**src/design/sccp_pkg.sv**
```systemverilog
`timescale 1ns / 1ps
`default_nettype none

package sccp_pkg;

    localparam int ENTRIES = 64;
    localparam int IDX_W   = $clog2(ENTRIES);
    localparam int UC_W    = 2;
    localparam int SEC_W   = 32;
    localparam int TYPE_W  = 3;
    localparam int CNT_W   = 32;

    localparam logic [UC_W-1:0]   MAX_USE      = UC_W'(3);
    localparam logic [TYPE_W-1:0] TYPE_FOREIGN = TYPE_W'(5);

    typedef logic [IDX_W-1:0] t_idx;
    typedef logic [UC_W-1:0]  t_use;

    typedef enum logic [1:0] {
        ACT_READ      = 2'd0,
        ACT_WRITE     = 2'd1,
        ACT_FLUSH     = 2'd2,
        ACT_FLUSH_CLR = 2'd3
    } t_action;

    typedef enum logic [1:0] {
        ST_OK      = 2'd0,
        ST_RANGE   = 2'd1,
        ST_FOREIGN = 2'd2
    } t_status;

    typedef struct packed {
        logic [SEC_W-1:0]  sector;
        logic [TYPE_W-1:0] dtype;
    } t_tag;

    // use count store control: one read, one write, clear-all
    typedef struct packed {
        t_idx rd_addr;
        logic we;
        t_idx wr_addr;
        t_use wr_data;
        logic clr_all;
    } t_use_cmd;

    typedef struct packed {
        logic [1:0]        status;
        logic              hit;
        t_idx              slot;
        logic              fetch;
        logic              wb;
        logic [SEC_W-1:0]  wb_sector;
        logic [TYPE_W-1:0] wb_type;
        logic              direct;
        logic              last;
    } t_result;

endpackage

`default_nettype wire

```
**src/design/sccp_tag_ram.sv**
```systemverilog
`timescale 1ns / 1ps
`default_nettype none

module sccp_tag_ram (
    input  wire                 i_clk,
    input  wire sccp_pkg::t_idx i_rd_addr,
    output sccp_pkg::t_tag      o_rd_data,
    input  wire                 i_we,
    input  wire sccp_pkg::t_idx i_wr_addr,
    input  wire sccp_pkg::t_tag i_wr_data
);
    import sccp_pkg::*;

    t_tag r_mem [ENTRIES];
    t_tag r_rd_data;

    always_ff @(posedge i_clk) begin
        if (i_we) begin
            r_mem[i_wr_addr] <= i_wr_data;
        end
        r_rd_data <= r_mem[i_rd_addr];
    end

    assign o_rd_data = r_rd_data;

endmodule

`default_nettype wire

```
**src/design/sccp_use_ram.sv**
```systemverilog
`timescale 1ns / 1ps
`default_nettype none

module sccp_use_ram (
    input  wire                     i_clk,
    input  wire                     i_rst_n,
    input  wire sccp_pkg::t_use_cmd i_cmd,
    output sccp_pkg::t_use          o_rd_data
);
    import sccp_pkg::*;

    t_use               r_mem [ENTRIES];
    logic [ENTRIES-1:0] r_ok;
    t_use               r_rd_data;

    always_ff @(posedge i_clk) begin
        if (i_cmd.we) begin
            r_mem[i_cmd.wr_addr] <= i_cmd.wr_data;
        end
        // entries never written since the last clear read as zero
        r_rd_data <= r_ok[i_cmd.rd_addr] ? r_mem[i_cmd.rd_addr] : '0;
    end

    always_ff @(posedge i_clk) begin
        if (!i_rst_n) begin
            r_ok <= '0;
        end else if (i_cmd.clr_all) begin
            r_ok <= '0;
        end else if (i_cmd.we) begin
            r_ok[i_cmd.wr_addr] <= 1'b1;
        end
    end

    assign o_rd_data = r_rd_data;

endmodule

`default_nettype wire

```
**src/design/sector_cache_clock_policy_unit.sv**
```systemverilog
`timescale 1ns / 1ps
`default_nettype none

// Tag and clock-replacement controller for a 64-entry fully associative sector
// cache. A request is taken when i_start is high and o_busy is low; every
// result appears for exactly one cycle with o_result_valid and cannot be held
// off, so the receiver must take it on that cycle. Lookup scans the tag RAM
// one entry per cycle through its single read port. A range error, foreign
// write or disabled-cache access answers in the cycle after accept without a
// scan; a hit answers once the scan reaches its entry, and a miss scans every
// entry and then moves the clock hand, aging each entry it passes (up to 192),
// to a victim whose use count is zero. Flush streams one word per entry on
// consecutive cycles, the last one flagged by o_last. A flush while the
// cache is disabled gives no word. o_hit_count and o_miss_count track the
// counters and are valid with each word. The enable register is written on
// i_cfg_valid (always ready) and should only change while the block is idle.
module sector_cache_clock_policy_unit (
    input  wire                         i_clk,
    input  wire                         i_rst_n,
    input  wire                         i_start,
    output logic                        o_busy,
    input  wire  [1:0]                  i_action,
    input  wire  [sccp_pkg::SEC_W-1:0]  i_sector,
    input  wire  [sccp_pkg::TYPE_W-1:0] i_device_type,
    input  wire  [sccp_pkg::SEC_W-1:0]  i_device_sectors,
    output logic                        o_result_valid,
    output logic [1:0]                  o_status,
    output logic                        o_hit,
    output logic [sccp_pkg::IDX_W-1:0]  o_slot,
    output logic                        o_fetch_needed,
    output logic                        o_writeback_needed,
    output logic [sccp_pkg::SEC_W-1:0]  o_writeback_sector,
    output logic [sccp_pkg::TYPE_W-1:0] o_writeback_type,
    output logic                        o_direct_access,
    output logic                        o_last,
    output logic [sccp_pkg::CNT_W-1:0]  o_hit_count,
    output logic [sccp_pkg::CNT_W-1:0]  o_miss_count,
    input  wire                         i_cfg_valid,
    output logic                        o_cfg_ready,
    input  wire                         i_cfg_data
);
    import sccp_pkg::*;

    typedef enum logic [2:0] {
        S_IDLE,
        S_SEARCH,
        S_CLOCK_RD,
        S_CLOCK,
        S_FLUSH
    } t_state;

    t_state             r_state;
    logic               r_enable;
    logic [ENTRIES-1:0] r_valid;
    logic [ENTRIES-1:0] r_dirty;
    t_idx               r_hand;
    t_idx               r_idx;
    t_idx               r_prev;
    logic               r_q_ok;
    logic               r_write;
    logic [SEC_W-1:0]   r_sector;
    logic [TYPE_W-1:0]  r_type;
    logic [CNT_W-1:0]   r_hits;
    logic [CNT_W-1:0]   r_misses;
    logic               r_out_valid;
    t_result            r_res;

    t_idx     tag_rd_addr;
    t_tag     tag_q;
    logic     tag_we;
    t_tag     tag_wr_data;
    t_use_cmd use_cmd;
    t_use     use_q;

    logic     accept;
    logic     hit_now;
    logic     victim_now;
    logic     prev_last;
    t_action  act;

    assign act       = t_action'(i_action);
    assign accept    = i_start && (r_state == S_IDLE);
    assign prev_last = &r_prev;
    assign hit_now   = (r_state == S_SEARCH) && r_q_ok && r_valid[r_prev] &&
                       (tag_q.sector == r_sector) && (tag_q.dtype == r_type);
    assign victim_now = (r_state == S_CLOCK) && (use_q == '0);

    always_comb begin
        use_cmd     = '0;
        tag_we      = 1'b0;
        tag_wr_data = '{sector: r_sector, dtype: r_type};
        case (r_state)
            S_SEARCH, S_FLUSH: begin
                tag_rd_addr = r_idx;
            end
            S_CLOCK_RD: begin
                tag_rd_addr = r_hand;
            end
            S_CLOCK: begin
                // prefetch the next hand position while deciding this one
                tag_rd_addr = IDX_W'(r_hand + 1'b1);
            end
            default: begin
                tag_rd_addr = r_idx;
            end
        endcase
        use_cmd.rd_addr = tag_rd_addr;

        if (hit_now) begin
            use_cmd.we      = 1'b1;
            use_cmd.wr_addr = r_prev;
            use_cmd.wr_data = (use_q < MAX_USE) ? UC_W'(use_q + 1'b1) : use_q;
        end else if (r_state == S_CLOCK) begin
            use_cmd.we      = 1'b1;
            use_cmd.wr_addr = r_hand;
            use_cmd.wr_data = victim_now ? MAX_USE : UC_W'(use_q - 1'b1);
        end
        tag_we = victim_now;

        use_cmd.clr_all = accept && r_enable && (act == ACT_FLUSH_CLR);
    end

    sccp_tag_ram u_tag_ram (
        .i_clk     (i_clk),
        .i_rd_addr (tag_rd_addr),
        .o_rd_data (tag_q),
        .i_we      (tag_we),
        .i_wr_addr (r_hand),
        .i_wr_data (tag_wr_data)
    );

    sccp_use_ram u_use_ram (
        .i_clk     (i_clk),
        .i_rst_n   (i_rst_n),
        .i_cmd     (use_cmd),
        .o_rd_data (use_q)
    );

    always_ff @(posedge i_clk) begin
        if (!i_rst_n) begin
            r_state     <= S_IDLE;
            r_enable    <= 1'b0;
            r_valid     <= '0;
            r_dirty     <= '0;
            r_hand      <= '0;
            r_idx       <= '0;
            r_prev      <= '0;
            r_q_ok      <= 1'b0;
            r_hits      <= '0;
            r_misses    <= '0;
            r_out_valid <= 1'b0;
            r_res       <= '0;
        end else begin
            r_out_valid <= 1'b0;
            if (i_cfg_valid) begin
                r_enable <= i_cfg_data;
            end
            case (r_state)
                S_IDLE: begin
                    if (accept) begin
                        r_write  <= (act == ACT_WRITE);
                        r_sector <= i_sector;
                        r_type   <= i_device_type;
                        r_idx    <= '0;
                        r_q_ok   <= 1'b0;
                        r_res    <= '0;
                        if (act == ACT_READ || act == ACT_WRITE) begin
                            if (i_sector >= i_device_sectors) begin
                                r_res.status <= ST_RANGE;
                                r_res.last   <= 1'b1;
                                r_out_valid  <= 1'b1;
                            end else if (act == ACT_WRITE &&
                                         i_device_type == TYPE_FOREIGN) begin
                                r_res.status <= ST_FOREIGN;
                                r_res.last   <= 1'b1;
                                r_out_valid  <= 1'b1;
                            end else if (!r_enable) begin
                                r_res.direct <= 1'b1;
                                r_res.last   <= 1'b1;
                                r_out_valid  <= 1'b1;
                            end else begin
                                r_state <= S_SEARCH;
                            end
                        end else if (r_enable) begin
                            if (act == ACT_FLUSH_CLR) begin
                                r_hits   <= '0;
                                r_misses <= '0;
                            end
                            r_state <= S_FLUSH;
                        end
                    end
                end
                S_SEARCH: begin
                    if (hit_now) begin
                        r_hits <= r_hits + 1'b1;
                        if (r_write) begin
                            r_dirty[r_prev] <= 1'b1;
                        end
                        r_res       <= '0;
                        r_res.hit   <= 1'b1;
                        r_res.slot  <= r_prev;
                        r_res.last  <= 1'b1;
                        r_out_valid <= 1'b1;
                        r_state     <= S_IDLE;
                    end else if (r_q_ok && prev_last) begin
                        r_misses <= r_misses + 1'b1;
                        r_state  <= S_CLOCK_RD;
                    end else begin
                        r_prev <= r_idx;
                        r_idx  <= IDX_W'(r_idx + 1'b1);
                        r_q_ok <= 1'b1;
                    end
                end
                S_CLOCK_RD: begin
                    r_state <= S_CLOCK;
                end
                S_CLOCK: begin
                    r_hand <= IDX_W'(r_hand + 1'b1);
                    if (victim_now) begin
                        r_res       <= '0;
                        r_res.slot  <= r_hand;
                        r_res.fetch <= 1'b1;
                        r_res.last  <= 1'b1;
                        if (r_valid[r_hand] && r_dirty[r_hand]) begin
                            r_res.wb        <= 1'b1;
                            r_res.wb_sector <= tag_q.sector;
                            r_res.wb_type   <= tag_q.dtype;
                        end
                        r_valid[r_hand] <= 1'b1;
                        r_dirty[r_hand] <= r_write;
                        r_out_valid     <= 1'b1;
                        r_state         <= S_IDLE;
                    end
                end
                S_FLUSH: begin
                    if (r_q_ok) begin
                        r_res      <= '0;
                        r_res.slot <= r_prev;
                        r_res.last <= prev_last;
                        if (r_valid[r_prev] && r_dirty[r_prev]) begin
                            r_res.wb        <= 1'b1;
                            r_res.wb_sector <= tag_q.sector;
                            r_res.wb_type   <= tag_q.dtype;
                        end
                        r_valid[r_prev] <= 1'b0;
                        r_dirty[r_prev] <= 1'b0;
                        r_out_valid     <= 1'b1;
                        if (prev_last) begin
                            r_state <= S_IDLE;
                        end
                    end
                    r_prev <= r_idx;
                    r_idx  <= IDX_W'(r_idx + 1'b1);
                    r_q_ok <= 1'b1;
                end
                default: begin
                    r_state <= S_IDLE;
                end
            endcase
        end
    end

    assign o_busy             = (r_state != S_IDLE);
    assign o_cfg_ready        = 1'b1;
    assign o_result_valid     = r_out_valid;
    assign o_status           = r_res.status;
    assign o_hit              = r_res.hit;
    assign o_slot             = r_res.slot;
    assign o_fetch_needed     = r_res.fetch;
    assign o_writeback_needed = r_res.wb;
    assign o_writeback_sector = r_res.wb_sector;
    assign o_writeback_type   = r_res.wb_type;
    assign o_direct_access    = r_res.direct;
    assign o_last             = r_res.last;
    assign o_hit_count        = r_hits;
    assign o_miss_count       = r_misses;

endmodule

`default_nettype wire

```
**config.mk**
```make
export PLATFORM = sky130hd
export DESIGN_NAME = sector_cache_clock_policy_unit
export DESIGN_NICKNAME = d
export VERILOG_FILES = /design/src/design/sccp_pkg.sv /design/src/design/sccp_tag_ram.sv /design/src/design/sccp_use_ram.sv /design/src/design/sector_cache_clock_policy_unit.sv
export SDC_FILE = /design/constraint.sdc
export NUM_CORES = 2
export LEC_CHECK = 0
export BUFFER_PORTS_ARGS = -buffer_cell sky130_fd_sc_hd__clkbuf_2
export CORE_ASPECT_RATIO = 1.5
export CORE_MARGIN = 10
export CORE_UTILIZATION = 57
export CTS_CLUSTER_SIZE = 16
export DETAILED_ROUTE_END_ITERATION = 7
export PLACE_DENSITY_LB_ADDON = 0.12
export SLEW_MARGIN = 20
export SYNTH_ARGS = -nofsm -noshare
export SYNTH_HDL_FRONTEND = slang
export SYNTH_SLANG_ARGS = --single-unit
export TNS_END_PERCENT = 30
```
**constraint.sdc**
```tcl
create_clock -name i_clk -period 6.3 [get_ports i_clk]
set_input_delay 0 -clock i_clk [delete_from_list [all_inputs] [get_ports i_clk]]
set_output_delay 0 -clock i_clk [all_outputs]
set_load 0.02 [all_outputs]
```
* Yosys cells after proc, flatten, opt, wreduce, memory -nomap -nowiden
Memories as Yosys holds them, arrays and structs flattened. A register that Yosys moved wholly into a read port is not among the register bits. Cells that the tools add are included.
Word-level totals: RAM bits 2368, input bits 74, output and inout port bits 115, bits in registers 364, word-level logic and storage cells 202, memories 2, latch bits 0, bits in read-only memories 0
Cells by class: reduce and logical (&&, ||, !) cells 38, bitwise gates (word level) 7, add/sub/neg operators 6, $mul 0, magnitude comparators 9, divide/modulo/power cells 0, multiplexer cells 90, shifts and indexed selects 0, equal/unequal tests 26
Memory list:
- u_tag_ram.r_mem | depth 64, width 35, rd ports 1, clocked after memory_dff 1, wr ports 1, RTL line sccp_tag_ram.sv:14 | t_tag r_mem [ENTRIES];
- u_use_ram.r_mem | depth 64, width 2, rd ports 1, clocked after memory_dff 1, wr ports 1, RTL line sccp_use_ram.sv:12 | t_use r_mem [ENTRIES];
Operators with widths (number):
- $mux W64 | 6
- $mux W32 | 7
- $mux W48 | 4
- $or A64 B64 Y64 | 3
- $pmux W48 S4 | 1
- $pmux W64 S3 | 1
- $and A64 B64 Y64 | 2
- $pmux W32 S2 | 2
- $pmux W64 S2 | 1
- $mux W36 | 2
- $add A32 B1 Y32 const B | 2
- $bwmux W64 | 1
- $not A64 Y64 | 1
- $mux W3 | 11
- $eq A32 B32 Y1 | 1
- $ge A32 B32 Y1 | 1
- $bmux W1 S6 | 5
- $mux W6 | 5
- $lt A6 B7 Y1 const B | 4
- $mux W1 | 26
- $pmux W6 S2 | 2
- $ne A2 B2 Y1 const B | 10
- $demux W1 S6 | 3
- $ge A6 B1 Y1 const B | 3
- other kinds (36) | 72

* Depth between registers and ports, before layout
depth in word-level cells 11, gate-level depth with buffers 14, depth with buffers taken out 11

* Modules after synthesis
From an unflattened synthesis, not the netlist that was laid out.
Second synthesis, totals: cells, all modules 6617, area total of the unflattened synthesis 112360.3 µm²
Modules (own cells, without submodules):
- sccp_tag_ram | times used 1, sequential area each 67965.2 µm², area an instance 86261.5 µm², cells an instance 3846
- sector_cache_clock_policy_unit | times used 1, sequential area each 6366.1 µm², area an instance 18412.7 µm², cells an instance 2280
- sccp_use_ram | times used 1, sequential area each 5165.0 µm², area an instance 7686.1 µm², cells an instance 491

* Least setup slack after synthesis
Ideal clock, no wire load.
path type register -> register, from register r_sector[15], to memory u_use_ram.r_mem[0][0] (netlist bit), data pin, arrival 5193 ps, setup time 702 ps, required time 5598 ps, cell stages (with the launch flop) 10, period minus slack after synthesis 5895 ps, setup slack 405 ps, path buffers 1, cells stage by stage edfxtp_1 > xor2_1 > nor4_1 > nand4b_1 > nor2_1 > nand4_1 > a21oi_4 > buf_6 > inv_1 > o21ai_0
RTL lines:
- from (decl) | RTL line sector_cache_clock_policy_unit.sv:61 | logic [SEC_W-1:0] r_sector;
- from (signal assigned) | RTL line sector_cache_clock_policy_unit.sv:162 | r_sector <= i_sector;
- to (decl) | RTL line sccp_use_ram.sv:12

* Worst setup path in the final report
from register r_state[0], to register r_res (netlist bit o_slot[3])
Between the ends: word-level cells in the longest chain between the ends 7, elaborated cells between the ends (all ways) 17, those cells by class eq/ne (7); mux (1); reduce/logical (9)
Ends and longest elaborated chain:
- from (decl) | RTL line sector_cache_clock_policy_unit.sv:52 | t_state r_state;
- from (signal assigned) | RTL line sector_cache_clock_policy_unit.sv:141 | r_state <= S_IDLE;
- from (signal assigned) | RTL line sector_cache_clock_policy_unit.sv:182 | r_state <= S_SEARCH;
- from (signal assigned) | RTL line sector_cache_clock_policy_unit.sv:189 | r_state <= S_FLUSH;
- $eq A3 B1 Y1 | RTL line sector_cache_clock_policy_unit.sv:84, sector_cache_clock_policy_unit.sv:158
- $logic_and A1 B1 Y1 (3 in a row) | RTL line sector_cache_clock_policy_unit.sv:84 | assign hit_now = (r_state == S_SEARCH) && r_q_ok && r_valid[r_prev] &&
- $logic_and A1 B1 Y1 | RTL line sector_cache_clock_policy_unit.sv:85 | (tag_q.sector == r_sector) && (tag_q.dtype == r_type);
- $ne A2 B2 Y1 (no source line)
- $reduce_and A5 Y1 (no source line)
- to (decl) | RTL line sector_cache_clock_policy_unit.sv:66 | t_result r_res;
Parallel ways exist; a longest one is shown, timed or not. A chain may end at the register's enable or synchronous reset.

==> out/metrics.csv <==
stage,metric,value,unit
job,max-cap viol count,0,
global_routing,"Remaining Overflow, GRT",0,
global_routing,global-route wire length before repair,520000,microns
min_path,hold crit path type,input port to flop,
clocking,later-pin clock latency in the skew report,0.92,ns
setup_path,"delay-heaviest family, CP",simple AND/OR/NAND/NOR gates,
clocking,post-cts sizing count,0,
clocking,postcts setup bufs,0,
floorplanning,Die X,382,microns
global_routing,initial antenna violation count,35,
setup_path,Crit Path Max Fanout,16,
outcome,outcome,completed,
power,PwrDens,298,mW/mm^2
logic_synthesis,"Top FF cell, synth",edfxtp_1,
floorplanning,Die ar.,0.215,sq mm
clocking,clk sinks,2769,
cells_and_area,Final nets,7274,
routing,Detailed Routing Iterations Pass 1,6,
logic_synthesis,Async SR Flop Fraction,0,%
timing,"Slew Viols, Final",0,
setup_path,worst setup path class,flop to flop,
min_path,hold endpoint,r_sector[4],
placed_design,GP Congestion,1.11,
timing,max_slew headroom,10.6,%
placed_design,half-perimeter wire length after detailed placement,233000,microns
logic_synthesis,most frequent cell after synthesis,edfxtp_1,
timing,RSZ-0062 raised after global routing,no,
min_path,min-delay src,i_sector[4],
min_path,hold path cells,2,
clocking,htree depth,4,
clocking,CTS tree,yes,
logic_synthesis,share of the synthesized area in the top cell type,64.5,%
timing,Final TNS setup,0,ns
timing,post-route minimum period,5.46,ns
logic_synthesis,Synth area leaders,"edfxtp_1, mux4_2, dfxtp_1",
setup_path,buffers and inverters on the worst path,1,
setup_path,flop2flop setup slack,0.84,ns
timing,Setup-failing EPs final,0,
setup_path,CP required,7.10,ns
routing,drc violations,0,
floorplanning,io pins,189,
cells_and_area,post-route cell area,0.127,sq mm
floorplanning,total core area,0.196,sq mm
routing,antenna-violating nets left,0,
clocking,CTS Hold Buffers Added,53,
clocking,clk slew on worst S/H paths,0.07,ns
timing,Achievable Freq,183,MHz
routing,Routed WL,374000,microns
setup_path,Worst setup SP type,flop,
cells_and_area,synthesis-to-finish area growth,13.0,%
logic_synthesis,Unique masters post-synth,98,
timing,final worst-path cycle share,86.6,%
logic_synthesis,Mapped Cells,6784,
power,peak supply drop,0.000244,V
setup_path,CP peak stage delay,0.92,ns
logic_synthesis,mapped cell area,0.112,sq mm
placed_design,IO buf count,187,
routing,DR iter-0 viols,8518,
logic_synthesis,sequential share of the synthesized area,71.0,%
floorplanning,Die H,563,microns
floorplanning,Initial Utilization,57.2,%
global_routing,vias in the first global route,67900,
routing,drt via density,6.78,
logic_synthesis,leading area contributor after synthesis,edfxtp_1,
logic_synthesis,Syn. warnings,0,
setup_path,critical path arrival,6.26,ns
floorplanning,cell row count,199,
cells_and_area,fraction of layout cells with a size suffix above 1,22.3,%
setup_path,RR Startpoint,r_state[0],
setup_path,crit path cell chain,and2b_1 -> and3_1 -> nand4b_1 -> nor2_1 -> nand4_1 -> a21oi_4 -> buf_4 -> o21a_1 -> nand3_1 -> o211a_1,
clocking,CTS root buf,clkbuf_16,
setup_path,CP max stage cell,dfxtp_1,
placed_design,placed cell area,0.118,sq mm
logic_synthesis,Synth top cells by count,"edfxtp_1, nand2_1, mux4_2, dfxtp_1, nor2_1",
global_routing,total track usage,34.4,%
power,LEAKAGE,41.8,nW
timing,Clock Skew,0.0829,ns
logic_synthesis,Syn Nets,6896,
cells_and_area,fillers,13900,
routing,Vias,67700,
clocking,Longest Clk Path Bufs,4,
routing,wire length per cell,37.5,microns
setup_path,Crit. End Element,flop,
setup_path,worst r2r dst,o_slot[3],
global_routing,largest net degree at the start of global routing,94,
logic_synthesis,Syn Area/Cell,16.5,sq um
logic_synthesis,Post-synth EDFFs,2404,
timing,worst-margin pin slew,1.34,ns
logic_synthesis,#FFs+latches synth,2769,
setup_path,Reg2Reg Depth,10,
timing,final hold vios,0,
clocking,CTS Buf Count,245,
==> worst max path at each step <==
stage                 startpoint                 endpoint  slack (ns)  depth (start not counted)
floorplan           r_sector[15]    u_use_ram.r_mem[0][0]        0.41                          9
global placement      r_state[1]  u_tag_ram.o_rd_data[17]        1.04                         14
detailed placement    r_state[1]  u_tag_ram.o_rd_data[16]        1.36                          9
CTS                   r_state[1]   u_tag_ram.o_rd_data[8]        1.29                         13
global route          r_state[0]                o_slot[3]        0.88                         10
finish                r_state[0]                o_slot[3]        0.84                         10
==> cells by family after synthesis <==
group	after synthesis	share of synthesized area, %
fa+ha+maj	38	0.425
mux	773	13.4
compound gates	972	5.89
simple gates	1661	6.81
flops	2769	71.0
buf+inv	496	1.95
other cells	1	0.00335
xor+xnor	74	0.579
==> power breakdown <==
part	internal (mW)	switching, mW	total (mW)
clock	8.31	6.73	15.0
sequential	20.0	0.127	20.1
combinational	0.972	1.56	2.54
==> flip-flops by register name, summed over array words and instances (netlist names), 3 cells and up <==
register and flops:
o_writeback_sector 32, r_hand 6, r_sector 32, u_tag_ram.r_mem 2240
r_dirty 64, u_use_ram.r_ok 64, o_miss_count 32, o_hit_count 32
r_type 3, r_valid 64, o_writeback_type 3, r_prev 6
r_idx 6, u_use_ram.r_mem 128, o_slot 6, r_state 3
u_tag_ram.o_rd_data 35
==> per-layer routing <==
metal | track usage, % | wire (microns) | vias up
met5 | 0 | 409 | -
met4 | 26.0 | 34800 | 26
met3 | 6.62 | 33200 | 1082
met2 | 56.1 | 181000 | 3976
met1 | 40.5 | 125000 | 35000
li1 | - | - | 27600
==> cell usage in the layout (no fill, tap or decap), types with 21 or more instances in the layout <==
cell | Yosys | final
nand2_1 | 727 | 726
nand4_1 | 35 | 35
nand3_1 | 269 | 269
and2_1 | 22 | 21
a21oi_1 | 187 | 181
dlygate4sd3_1 | 0 | 53
mux4_2 | 574 | 574
a211oi_1 | 80 | 58
xnor2_1 | 25 | 25
nor3_1 | 47 | 31
a22o_1 | 44 | 43
xor2_1 | 49 | 48
edfxtp_1 | 2404 | 2404
a22oi_1 | 66 | 66
o21ai_0 | 178 | 175
dfxtp_1 | 365 | 362
buf_4 | 15 | 282
clkinv_2 | 0 | 43
and3_1 | 109 | 108
o21a_1 | 71 | 71
buf_12 | 0 | 51
a31oi_1 | 79 | 78
a211oi_2 | 0 | 22
clkbuf_1 | 207 | 52
clkbuf_2 | 4 | 186
nor2_1 | 297 | 241
nor2_4 | 0 | 53
bufinv_16 | 0 | 21
clkbuf_16 | 0 | 247
mux2i_1 | 176 | 176
inv_1 | 51 | 51
o22ai_1 | 46 | 44
ha_1 | 38 | 38
a311oi_1 | 24 | 24
clkbuf_8 | 0 | 23
a21boi_0 | 27 | 26
clkinv_1 | 0 | 40
==> stage by stage <==
| step | utilization, % | instances | power [mW] | hold WS (ns) | worst slack [ns] |
|---|---|---|---|---|---|
| 3_3_place_gp | 60.3 | 9474 | 22.9 | 0.260 | 1.04 |
| 3_5_place_dp | 60.4 | 9475 | 23.0 | 0.278 | 1.36 |
| 6_report | 64.7 | 9986 | 37.7 | 0.0514 | 0.843 |
| 5_1_grt | 64.7 | 9978 | 38.5 | 0.0348 | 0.877 |
| 4_1_cts | 64.7 | 9976 | 37.8 | 0.00355 | 1.29 |
| 2_1_floorplan | - | 6784 | 22.0 | 0.0989 | 0.405 |
==> cell type report <==
type	count	area, sq um	share of cell area (%)
multi-input cells	3519	31100	24.6
clock buffers	322	6690	5.29
inverters	54	203	0.160
diodes	10	25.0	0.0198
clock inverters	126	1190	0.943
flip-flops and latches	2769	79500	62.8
repair buffers	573	4610	3.65
well taps	2613	3270	2.58
(Power assumes the default switching activity.)
